$ cat src/rtl/lfr_pkg.sv
// ----------------------------------------------------------------------------
// lfr_pkg
// Shared types and constants for the LRU frame replacer.
// ----------------------------------------------------------------------------
`default_nettype none

package lfr_pkg;

  localparam int FRAMES_DEF = 64;
  localparam int FRAME_W    = 6;
  localparam int COUNT_W    = 7;
  localparam int OP_W       = 2;

  typedef enum logic [OP_W-1:0] {
    OP_VICTIM = 2'd0,
    OP_PIN    = 2'd1,
    OP_UNPIN  = 2'd2
  } op_t;

  // Request from the control block to the order walker.
  typedef struct packed {
    logic               go;      // start a walk over the order memory
    logic               append;  // write frame at the tail slot
    logic               victim;  // walk removes slot zero instead of a match
    logic [FRAME_W-1:0] frame;
  } lfr_cmd_t;

  // Walk completion status.
  typedef struct packed {
    logic               done;
    logic [FRAME_W-1:0] victim;
  } lfr_stat_t;

endpackage

`default_nettype wire

$ cat src/rtl/lfr_ram.sv
// ----------------------------------------------------------------------------
// lfr_ram
// Generic single-write, single-read RAM with registered read data.
// ----------------------------------------------------------------------------
`default_nettype none

module lfr_ram #(
  parameter int WIDTH = 8,
  parameter int DEPTH = 64
) (
  input  wire logic                                   clk,
  input  wire logic                                   we,
  input  wire logic [(DEPTH > 1 ? $clog2(DEPTH) : 1)-1:0] waddr,
  input  wire logic [WIDTH-1:0]                       wdata,
  input  wire logic                                   re,
  input  wire logic [(DEPTH > 1 ? $clog2(DEPTH) : 1)-1:0] raddr,
  output      logic [WIDTH-1:0]                       rdata
);

  logic [WIDTH-1:0] mem [DEPTH];

  always_ff @(posedge clk) begin
    if (we) begin
      mem[waddr] <= wdata;
    end
    if (re) begin
      rdata <= mem[raddr];
    end
  end

endmodule

`default_nettype wire

$ cat src/rtl/lfr_walk.sv
// ----------------------------------------------------------------------------
// lfr_walk
// Order memory and the walker that removes one entry and closes the gap.
// ----------------------------------------------------------------------------
`default_nettype none

module lfr_walk #(
  parameter int FRAMES = lfr_pkg::FRAMES_DEF
) (
  input  wire logic                                       clk,
  input  wire logic                                       rst,
  input  wire lfr_pkg::lfr_cmd_t                          cmd,
  input  wire logic [$clog2(FRAMES+1)-1:0]                count,
  output      lfr_pkg::lfr_stat_t                         stat
);

  import lfr_pkg::*;

  localparam int CNT_W = $clog2(FRAMES + 1);
  localparam int IDX_W = (FRAMES > 1) ? $clog2(FRAMES) : 1;

  typedef enum logic {
    S_IDLE,
    S_WALK
  } state_t;

  state_t             state;
  logic [CNT_W-1:0]   rd_cnt;
  logic [CNT_W-1:0]   limit;
  logic               rd_vld;
  logic [IDX_W-1:0]   rd_slot;
  logic               hit;
  logic               victim_mode;
  logic [FRAME_W-1:0] key;
  logic [FRAME_W-1:0] victim;
  logic               done;

  logic               issue;
  logic               match;
  logic               finish;
  logic               ram_we;
  logic [IDX_W-1:0]   ram_waddr;
  logic [FRAME_W-1:0] ram_wdata;
  logic [FRAME_W-1:0] ram_rdata;

  assign issue  = (state == S_WALK) && (rd_cnt < limit);
  assign match  = rd_vld && !hit && (victim_mode ? (rd_slot == '0) : (ram_rdata == key));
  assign finish = (state == S_WALK) && !issue && !rd_vld;

  always_comb begin
    ram_we    = 1'b0;
    ram_waddr = count[IDX_W-1:0];
    ram_wdata = cmd.frame;
    if (state == S_IDLE && cmd.append) begin
      ram_we = 1'b1;
    end else if (rd_vld && hit) begin
      // shift the younger entry down over the removed one
      ram_we    = 1'b1;
      ram_waddr = rd_slot - IDX_W'(1);
      ram_wdata = ram_rdata;
    end
  end

  lfr_ram #(
    .WIDTH(FRAME_W),
    .DEPTH(FRAMES)
  ) u_order (
    .clk  (clk),
    .we   (ram_we),
    .waddr(ram_waddr),
    .wdata(ram_wdata),
    .re   (issue),
    .raddr(rd_cnt[IDX_W-1:0]),
    .rdata(ram_rdata)
  );

  always_ff @(posedge clk) begin
    if (rst) begin
      state  <= S_IDLE;
      rd_vld <= 1'b0;
      hit    <= 1'b0;
      done   <= 1'b0;
    end else begin
      done <= 1'b0;
      unique case (state)
        S_IDLE: begin
          if (cmd.go) begin
            state       <= S_WALK;
            rd_cnt      <= '0;
            limit       <= count;
            hit         <= 1'b0;
            victim_mode <= cmd.victim;
            key         <= cmd.frame;
          end
        end
        S_WALK: begin
          rd_vld  <= issue;
          rd_slot <= rd_cnt[IDX_W-1:0];
          if (issue) begin
            rd_cnt <= rd_cnt + CNT_W'(1);
          end
          if (match) begin
            hit    <= 1'b1;
            victim <= ram_rdata;
          end
          if (finish) begin
            state <= S_IDLE;
            done  <= 1'b1;
          end
        end
        default: state <= S_IDLE;
      endcase
    end
  end

  assign stat.done   = done;
  assign stat.victim = victim;

endmodule

`default_nettype wire

$ cat src/rtl/lru_frame_replacer_unit.sv
// ----------------------------------------------------------------------------
// lru_frame_replacer_unit
// Recency-ordered set of evictable frames with unpin, pin and victim events.
// ----------------------------------------------------------------------------
// Unpin, ignored events and a victim request on an empty set give their result
// in the cycle after the transfer, with busy staying low.
// Pin of a present frame and a victim request walk the order memory, one slot
// read per cycle through a single read port; busy stays high during the walk,
// and a new transfer can be taken in the cycle that shows the result.
// Results show for one cycle on done; the receiver cannot stall. Reset clears
// presence flags and the count; the order memory is not cleared.
`default_nettype none

module lru_frame_replacer_unit #(
  parameter int FRAMES = lfr_pkg::FRAMES_DEF
) (
  input  wire logic                         clk,
  input  wire logic                         rst,
  input  wire logic                         start,
  output      logic                         busy,
  input  wire logic [lfr_pkg::OP_W-1:0]     op,
  input  wire logic [lfr_pkg::FRAME_W-1:0]  frame,
  output      logic                         done,
  output      logic                         victim_found,
  output      logic [lfr_pkg::FRAME_W-1:0]  victim_frame,
  output      logic [lfr_pkg::COUNT_W-1:0]  evictable_count
);

  import lfr_pkg::*;

  localparam int CNT_W  = $clog2(FRAMES + 1);
  localparam int FLAG_N = (FRAMES < 64) ? FRAMES : 64;
  localparam int FLAG_W = (FLAG_N > 1) ? $clog2(FLAG_N) : 1;

  logic [FLAG_N-1:0] flags;
  logic [CNT_W-1:0]  count;
  logic              walk_victim;

  logic              accept;
  logic              frame_ok;
  logic [FLAG_W-1:0] fidx;
  logic              flag_hit;
  logic              victim_ok;
  logic              pin_ok;
  logic              unpin_ok;
  logic              vic_ok;
  logic [FLAG_W-1:0] vidx;

  lfr_cmd_t  cmd;
  lfr_stat_t stat;

  assign accept   = start && !busy;
  assign frame_ok = {1'b0, frame} < (FRAME_W + 1)'(FLAG_N);
  assign fidx     = frame[FLAG_W-1:0];
  assign flag_hit = frame_ok && flags[fidx];

  always_comb begin
    victim_ok = 1'b0;
    pin_ok    = 1'b0;
    unpin_ok  = 1'b0;
    unique case (op_t'(op))
      OP_VICTIM: victim_ok = (count != '0);
      OP_PIN:    pin_ok    = flag_hit;
      OP_UNPIN:  unpin_ok  = frame_ok && !flag_hit && (count < CNT_W'(FRAMES));
      default: ;
    endcase
  end

  assign cmd.go     = accept && (victim_ok || pin_ok);
  assign cmd.append = accept && unpin_ok;
  assign cmd.victim = victim_ok;
  assign cmd.frame  = frame;

  assign vic_ok = {1'b0, stat.victim} < (FRAME_W + 1)'(FLAG_N);
  assign vidx   = stat.victim[FLAG_W-1:0];

  lfr_walk #(
    .FRAMES(FRAMES)
  ) u_walk (
    .clk  (clk),
    .rst  (rst),
    .cmd  (cmd),
    .count(count),
    .stat (stat)
  );

  always_ff @(posedge clk) begin
    if (rst) begin
      busy  <= 1'b0;
      done  <= 1'b0;
      flags <= '0;
      count <= '0;
    end else begin
      done <= 1'b0;
      if (accept) begin
        if (victim_ok || pin_ok) begin
          busy        <= 1'b1;
          walk_victim <= victim_ok;
          if (pin_ok) begin
            flags[fidx] <= 1'b0;
          end
        end else begin
          done         <= 1'b1;
          victim_found <= 1'b0;
          victim_frame <= '0;
          if (unpin_ok) begin
            flags[fidx]     <= 1'b1;
            count           <= count + CNT_W'(1);
            evictable_count <= COUNT_W'(count + CNT_W'(1));
          end else begin
            evictable_count <= COUNT_W'(count);
          end
        end
      end
      if (stat.done) begin
        busy            <= 1'b0;
        done            <= 1'b1;
        victim_found    <= walk_victim;
        victim_frame    <= walk_victim ? stat.victim : '0;
        count           <= count - CNT_W'(1);
        evictable_count <= COUNT_W'(count - CNT_W'(1));
        if (walk_victim && vic_ok) begin
          flags[vidx] <= 1'b0;
        end
      end
    end
  end

endmodule

`default_nettype wire

$ cat config.mk
export PLATFORM = sky130hd
export DESIGN_NAME = lru_frame_replacer_unit
export DESIGN_NICKNAME = d
export VERILOG_FILES = /design/src/rtl/lfr_pkg.sv /design/src/rtl/lfr_ram.sv /design/src/rtl/lfr_walk.sv /design/src/rtl/lru_frame_replacer_unit.sv
export SDC_FILE = /design/constraint.sdc
export NUM_CORES = 1
export LEC_CHECK = 0
export BUFFER_PORTS_ARGS = -buffer_cell sky130_fd_sc_hd__clkbuf_2
export CAP_MARGIN = 20
export CORE_MARGIN = 2
export CORE_UTILIZATION = 30
export CTS_BUF_LIST = sky130_fd_sc_hd__clkbuf_2
export DETAILED_ROUTE_END_ITERATION = 16
export SLEW_MARGIN = 20
export SYNTH_ARGS = -nofsm -noshare
export SYNTH_HDL_FRONTEND = slang
export SYNTH_SLANG_ARGS = --single-unit
$ cat constraint.sdc
create_clock -name clk -period 6.8 [get_ports clk]
set_input_delay 1.7 -clock clk [delete_from_list [all_inputs] [get_ports clk]]
set_output_delay 1.7 -clock clk [all_outputs]
set_load 0.005 [all_outputs]
Yosys cells after proc, flatten, opt, wreduce, memory -nomap -nowiden
Memory sizes are Yosys's and may differ from the RTL's. A register that Yosys moved wholly into a read port is not among the register bits. Index checks and enable logic that the tools add are counted. W data, S select, Z words.

Flip-flop bits (word level): 125. RAM bits: 384. Bits of input ports: 11. Output and inout port bits: 16. Word-level logic and storage cells: 126. Memories: 1.

Memories: u_walk.u_order.mem (depth 64, width 6, read ports 1, clocked after memory_dff 1, write ports 1, RTL line lfr_ram.sv:20) `logic [WIDTH-1:0] mem [DEPTH];`.

Add/sub/neg operators: 4. Order comparisons: 6. Eq/ne operators: 7. Mux-type cells: 49. Bitwise logic cells: 7. Reductions and logical operators: 34.

Operators by type and width (count): $mux W64 (7); $and A64 B64 Y64 (2); $not A64 Y64 (2); $or A64 B64 Y64 (1); $mux W6 (8); $mux W7 (6); $mux W1 (22); $reduce_and A3 Y1 (5); $add A7 B1 Y7 const B (2); $lt A6 B7 Y1 const B (2); $pmux W7 S2 (1); $logic_and A1 B1 Y1 (13); $demux W1 S6 (2); $ge A6 B1 Y1 const B (2); $reduce_and A2 Y1 (4); $lt A7 B7 Y1 (1); $lt A7 B7 Y1 const B (1); $reduce_bool A7 Y1 (1); $sub A7 B1 Y7 const B (1); $bmux W1 S6 (1); $eq A6 B6 Y1 (1); $logic_not A6 Y1 (1); $ne A2 B2 Y1 const B (3); $sub A6 B1 Y6 const B (1); 10 further kinds (17).

Longest topological paths before layout
Word-level depth: 13. Gate-level depth with buffers: 13. Depth with buffers taken out: 10.

Hierarchy
Synthesis repeated with hierarchy kept, for this count alone.

Cells, all modules: 1450. Area, all modules: 22130.0 um^2.

Modules (own cells, without submodules): lfr_ram (times used 1, cells each 720, area each 15285.9 um^2, seq. area each 11711.2 um^2); lru_frame_replacer_unit (times used 1, cells each 579, area each 5067.4 um^2, seq. area each 1911.8 um^2); lfr_walk (times used 1, cells each 151, area each 1776.7 um^2, seq. area each 1071.0 um^2).

Least setup slack after synthesis
No wires, ideal clock.

Path type: input -> register. Start point: in frame[3] (netlist name). End point: mem u_walk.u_order.mem[15][0] (netlist name) (enable). Setup time: 0.350 ns. Arrival time: 3.807 ns. Data required time: 6.450 ns. Setup slack: 2.643 ns. Stages on the path: 9. Path buffers: 2. Cell sequence: clkbuf_1 nor3b_1 nand3_1 and4_4 and3_4 buf_6 o31ai_4 o21ai_2 nor2_1.

Word-level cells in the longest chain between the ends: 10. Elaborated cells on any way between the ends: 11. Classes of those cells: mux (7); reduce/logical (4).

RTL lines: start: declaration (RTL line lru_frame_replacer_unit.sv:22) `input wire logic [lfr_pkg::FRAME_W-1:0] frame,`; $bmux W1 S6 * (RTL line lru_frame_replacer_unit.sv:55) `assign flag_hit = frame_ok && flags[fidx];`; $mux W1 (implied by the code) * (RTL line lru_frame_replacer_unit.sv:55); $logic_not A1 Y1 * (RTL line lru_frame_replacer_unit.sv:64) `OP_UNPIN: unpin_ok = frame_ok && !flag_hit && (count < CNT_W'(FRAMES));`; $logic_and A1 B1 Y1 * (RTL line lru_frame_replacer_unit.sv:64); $mux W1 * (RTL line lru_frame_replacer_unit.sv:61) `unique case (op_t'(op))`; $logic_and A1 B1 Y1 * (RTL line lru_frame_replacer_unit.sv:70) `assign cmd.append = accept && unpin_ok;`; $logic_and A1 B1 Y1 * (RTL line lfr_walk.sv:54) `if (state == S_IDLE && cmd.append) begin`; $mux W1 (RTL line lfr_walk.sv:54); $mux W1 (RTL line lfr_ram.sv:23) `if (we) begin`; $mux W1 (implied by the code) (RTL line lfr_ram.sv:24) `mem[waddr] <= wdata;`; end: declaration (RTL line lfr_ram.sv:20).

Mark *: on every way between the ends. The rest lies on a longest branch, timed or not. The select of a mux whose other input is x is not followed.

Worst setup path in the final report
Start point: in frame[0] (netlist name). End point: mem u_walk.u_order.mem[51][2] (netlist name) (enable).

Same word-level chain as after synthesis.

==> flow_summary.toml <==
[run_status]
status = "completed"

[timing]
rsz0062_at_grt = "false"
timing_hold_violations_final = 0
finClkSkew_ns = 0.0850
slew_viol_final = 0
whs_ns = 0.500
setup_violations = 0
fmax_mhz = 222
fin_crit_ns = 4.50
slew_headroom_pct = 25.4
worst_pin_slew_ns = 1.11
fin_setup_tns_ns = 0
min_period_over_period_pct = 66.2

[yosys]
async_reset_ff_share_pct = 0
netlist_instances = 1387
synthTopCellsByArea = "edfxtp_1 (59%), mux4_2 (13%), dfxtp_1 (6.9%)"
post-synth-top-count-cell = "edfxtp_1"
netlist.area_leader.share_pct = 59.1
synth_area_per_cell_sq_um = 16.0
synthTopCellsByCount = "edfxtp_1 (438), mux4_2 (126), nor2_1 (108), dfxtp_1 (77)"
synth-seq-area-share_pct = 66.0
synth_fp_nets = 1410
synth.distinct_cells = 76
synth_edf_count = 438
yosys_most_used_dff = "edfxtp_1"
synth_warnings = 0
synth_top_cell_by_area = "edfxtp_1"
syn-cell-area_sq_um = 22200
synth_seq_cells = 515

[die]
die_h_um = 276
fp-row-count = 99
start_util_pct = 30.4
ios = 27
die_area_sq_um = 76400
die_w_um = 276
core_area_sq_um = 73200

[power_and_ir_drop]
p_sw_share_pct = 25.2
p_sw_mw = 1.49
combPwrFrac_pct = 5.0
sequentialPowerShare_pct = 58.3
totalPowerFinal_mw = 5.92
power_density_nw_per_um2 = 241
clkPwrFrac_pct = 36.7
leakagePower_nw = 7.79
internal_power_mw = 4.43
vdd_drop_max_v = 0.000118

[cts]
postCtsSetupBuffers = 0
cts_resized = 0
clk-insertion-delay-late_ns = 1.27
cts_root_buffer = "clkbuf_2"
cts-hold-fix-buffers = 0
cts_tree = "built"
numCtsBuffers = 133
clk_pin_slew_ns = 0.10
cts.sinks = 515
h-tree-depth = 4
cts_buffer_depth = 3

[drt]
drc = 0
vias_per_cell = 5.27
wire_per_inst_um = 21.8
vias = 13300
wl_um = 55200
antenna_violating_nets_post_route = 0
drtIter0Drc = 1422
drtPass1Iterations = 5

[grt]
overflow = 0
grtUsageTotal_pct = 14.5
antenna_found_initial = 2
grt_pass1_vias = 13500
grt_pass1_wl_um = 83800
grt_max_degree = 103

[setup_path]
startpoint_type = "input port"
crit_path_max_incr_delay_ns = 0.70
required_ns = 7.66
path_buf_inv = 2
critPathCaptureType = "register"
worstPathMaxFanout = 29
cp_top_family = "simple AND/OR/NAND/NOR gates"
crit_chain = "clkbuf_2 > buf_4 > mux2i_1 > a22oi_1 > nand3_1 > and4_1 > nand3_4 > mux2i_1 > o21ai_1 > nor2_1"
critPathMostFrequentCell = "mux2i_1"
critPathKind = "in -> reg"
critical-path-slowest-cell = "clkbuf_2"
cp.arrival_ns = 5.36

[final_layout]
syn_to_final_growth_pct = 10.5
fin_area_sq_um = 24600
fill_cells = 7056
layout-drive-gt1-share_pct = 27.2
final_nets = 1497

[place]
placed_area_sq_um = 23300
place_hpwl_um = 35000
portBuffers = 26
place_congestion = 0.882

[job]
drv_cap = 0

[hold_path]
hp-class = "reg -> reg"
## routing by layer
metal | vias up | wire length [um] | track usage [%]
li1 | 5836 | - | -
met1 | 6759 | 22800 | 18.5
met2 | 620 | 25900 | 22.5
met3 | 112 | 4570 | 4.04
met4 | 0 | 1900 | 7.47
met5 | - | 0 | 0
## worst reg2reg max path, stage by stage, from the launching register on
cell	delay (ns)
edfxtp_1	0.33
buf_4	0.60
ha_1	0.38
a21o_1	0.16
a21o_1	0.17
a21o_1	0.17
a211o_1	0.29
a21oi_1	0.32
nand2_1	0.19
a21oi_1	0.68
## worst paths after layout
kind	startpoint	end	slack [ns]	depth (start not counted)
worst min-delay path	flags[59]$_SDFF_PP0_	flags[59]$_SDFF_PP0_	0.50	2
worst max register to register	u_walk.rd_cnt[1]$_SDFFCE_PN0P_	u_walk.rd_cnt[2]$_SDFFCE_PN0P_	3.12	9
worst min register to register	flags[59]$_SDFF_PP0_	flags[59]$_SDFF_PP0_	0.50	2
worst max-delay path	frame[0]	u_walk.u_order.mem[51][2]$_DFFE_PP_	2.30	10
## power groups by stage
stage	registers [mW]	logic (mW)	clock network (mW)
floorplan	3.51	0.205	0
detailed placement	3.52	0.298	0
finish	3.45	0.297	2.17
global placement	3.52	0.292	0
CTS	3.45	0.298	2.24
global route	3.45	0.320	2.41
## per-stage QoR
stage	setup WS [ns]	std cells	utilization, %
2_1_floorplan	2.64	1387	-
3_3_place_gp	1.19	2298	31.9
3_5_place_dp	1.08	2298	31.9
4_1_cts	2.48	2525	33.6
5_1_grt	2.13	2528	33.6
6_report	2.30	2528	33.6
## flip-flops by register name, indices dropped and copies added (netlist names), 6 cells and up
name	cells
u_walk.victim	6
u_walk.limit	7
u_walk.key	6
u_walk.u_order.rdata	6
u_walk.rd_slot	6
evictable_count	7
victim_frame	6
u_walk.u_order.mem	384
count	7
flags	64
u_walk.rd_cnt	7
## cell usage in the layout (no fill, tap or decap), types with 5 or more instances in the layout
| cell | n |
|---|---|
| dfxtp_1 | 77 |
| xor2_1 | 9 |
| ha_1 | 12 |
| xnor2_1 | 10 |
| a22oi_1 | 43 |
| a221oi_1 | 7 |
| nor2_1 | 108 |
| nand2_1 | 34 |
| a211oi_1 | 49 |
| clkbuf_2 | 210 |
| a31oi_1 | 9 |
| and3_1 | 22 |
| a32oi_1 | 18 |
| o31ai_1 | 5 |
| mux4_2 | 126 |
| nand2b_1 | 7 |
| o21ai_2 | 6 |
| nor3_1 | 17 |
| nor2b_1 | 14 |
| nor4_1 | 10 |
| nand3_1 | 60 |
| nor3b_1 | 8 |
| edfxtp_1 | 438 |
| nand4_1 | 6 |
| clkinv_4 | 5 |
| mux2i_1 | 37 |
| a21oi_1 | 24 |
| buf_4 | 28 |
| o21ai_0 | 8 |
| and2_1 | 15 |
| and3b_1 | 5 |
| inv_1 | 24 |
| mux2_2 | 8 |
| clkinv_1 | 25 |
## layout make-up
| cell class | count | area (sq um) | share of cell area, % |
|---|---|---|---|
| multi-input cells | 745 | 6990 | 28.5 |
| repair buffers | 55 | 360 | 1.47 |
| flip-flops and latches | 515 | 14700 | 59.8 |
| well taps | 959 | 1200 | 4.88 |
| inverters | 24 | 90.1 | 0.367 |
| clock buffers | 185 | 926 | 3.77 |
| clock inverters | 42 | 304 | 1.24 |
| diodes | 3 | 7.51 | 0.0305 |
## logic make-up (layout without fill, tap and decap cells)
logic type / Yosys count / count (layout) / synth area share [%]
DFF: 515 / 515 / 66.0
and+or+nand+nor: 331 / 331 / 7.75
AOI/OAI and AO/OA: 210 / 210 / 7.22
muxes: 173 / 173 / 14.9
buffers and inverters: 127 / 306 / 2.63
xor gates and xnor gates: 19 / 19 / 0.748
adders and majority gates: 12 / 12 / 0.675
other: 0 / 3 / 0
Note: power is estimated with default switching activity, not from simulation.
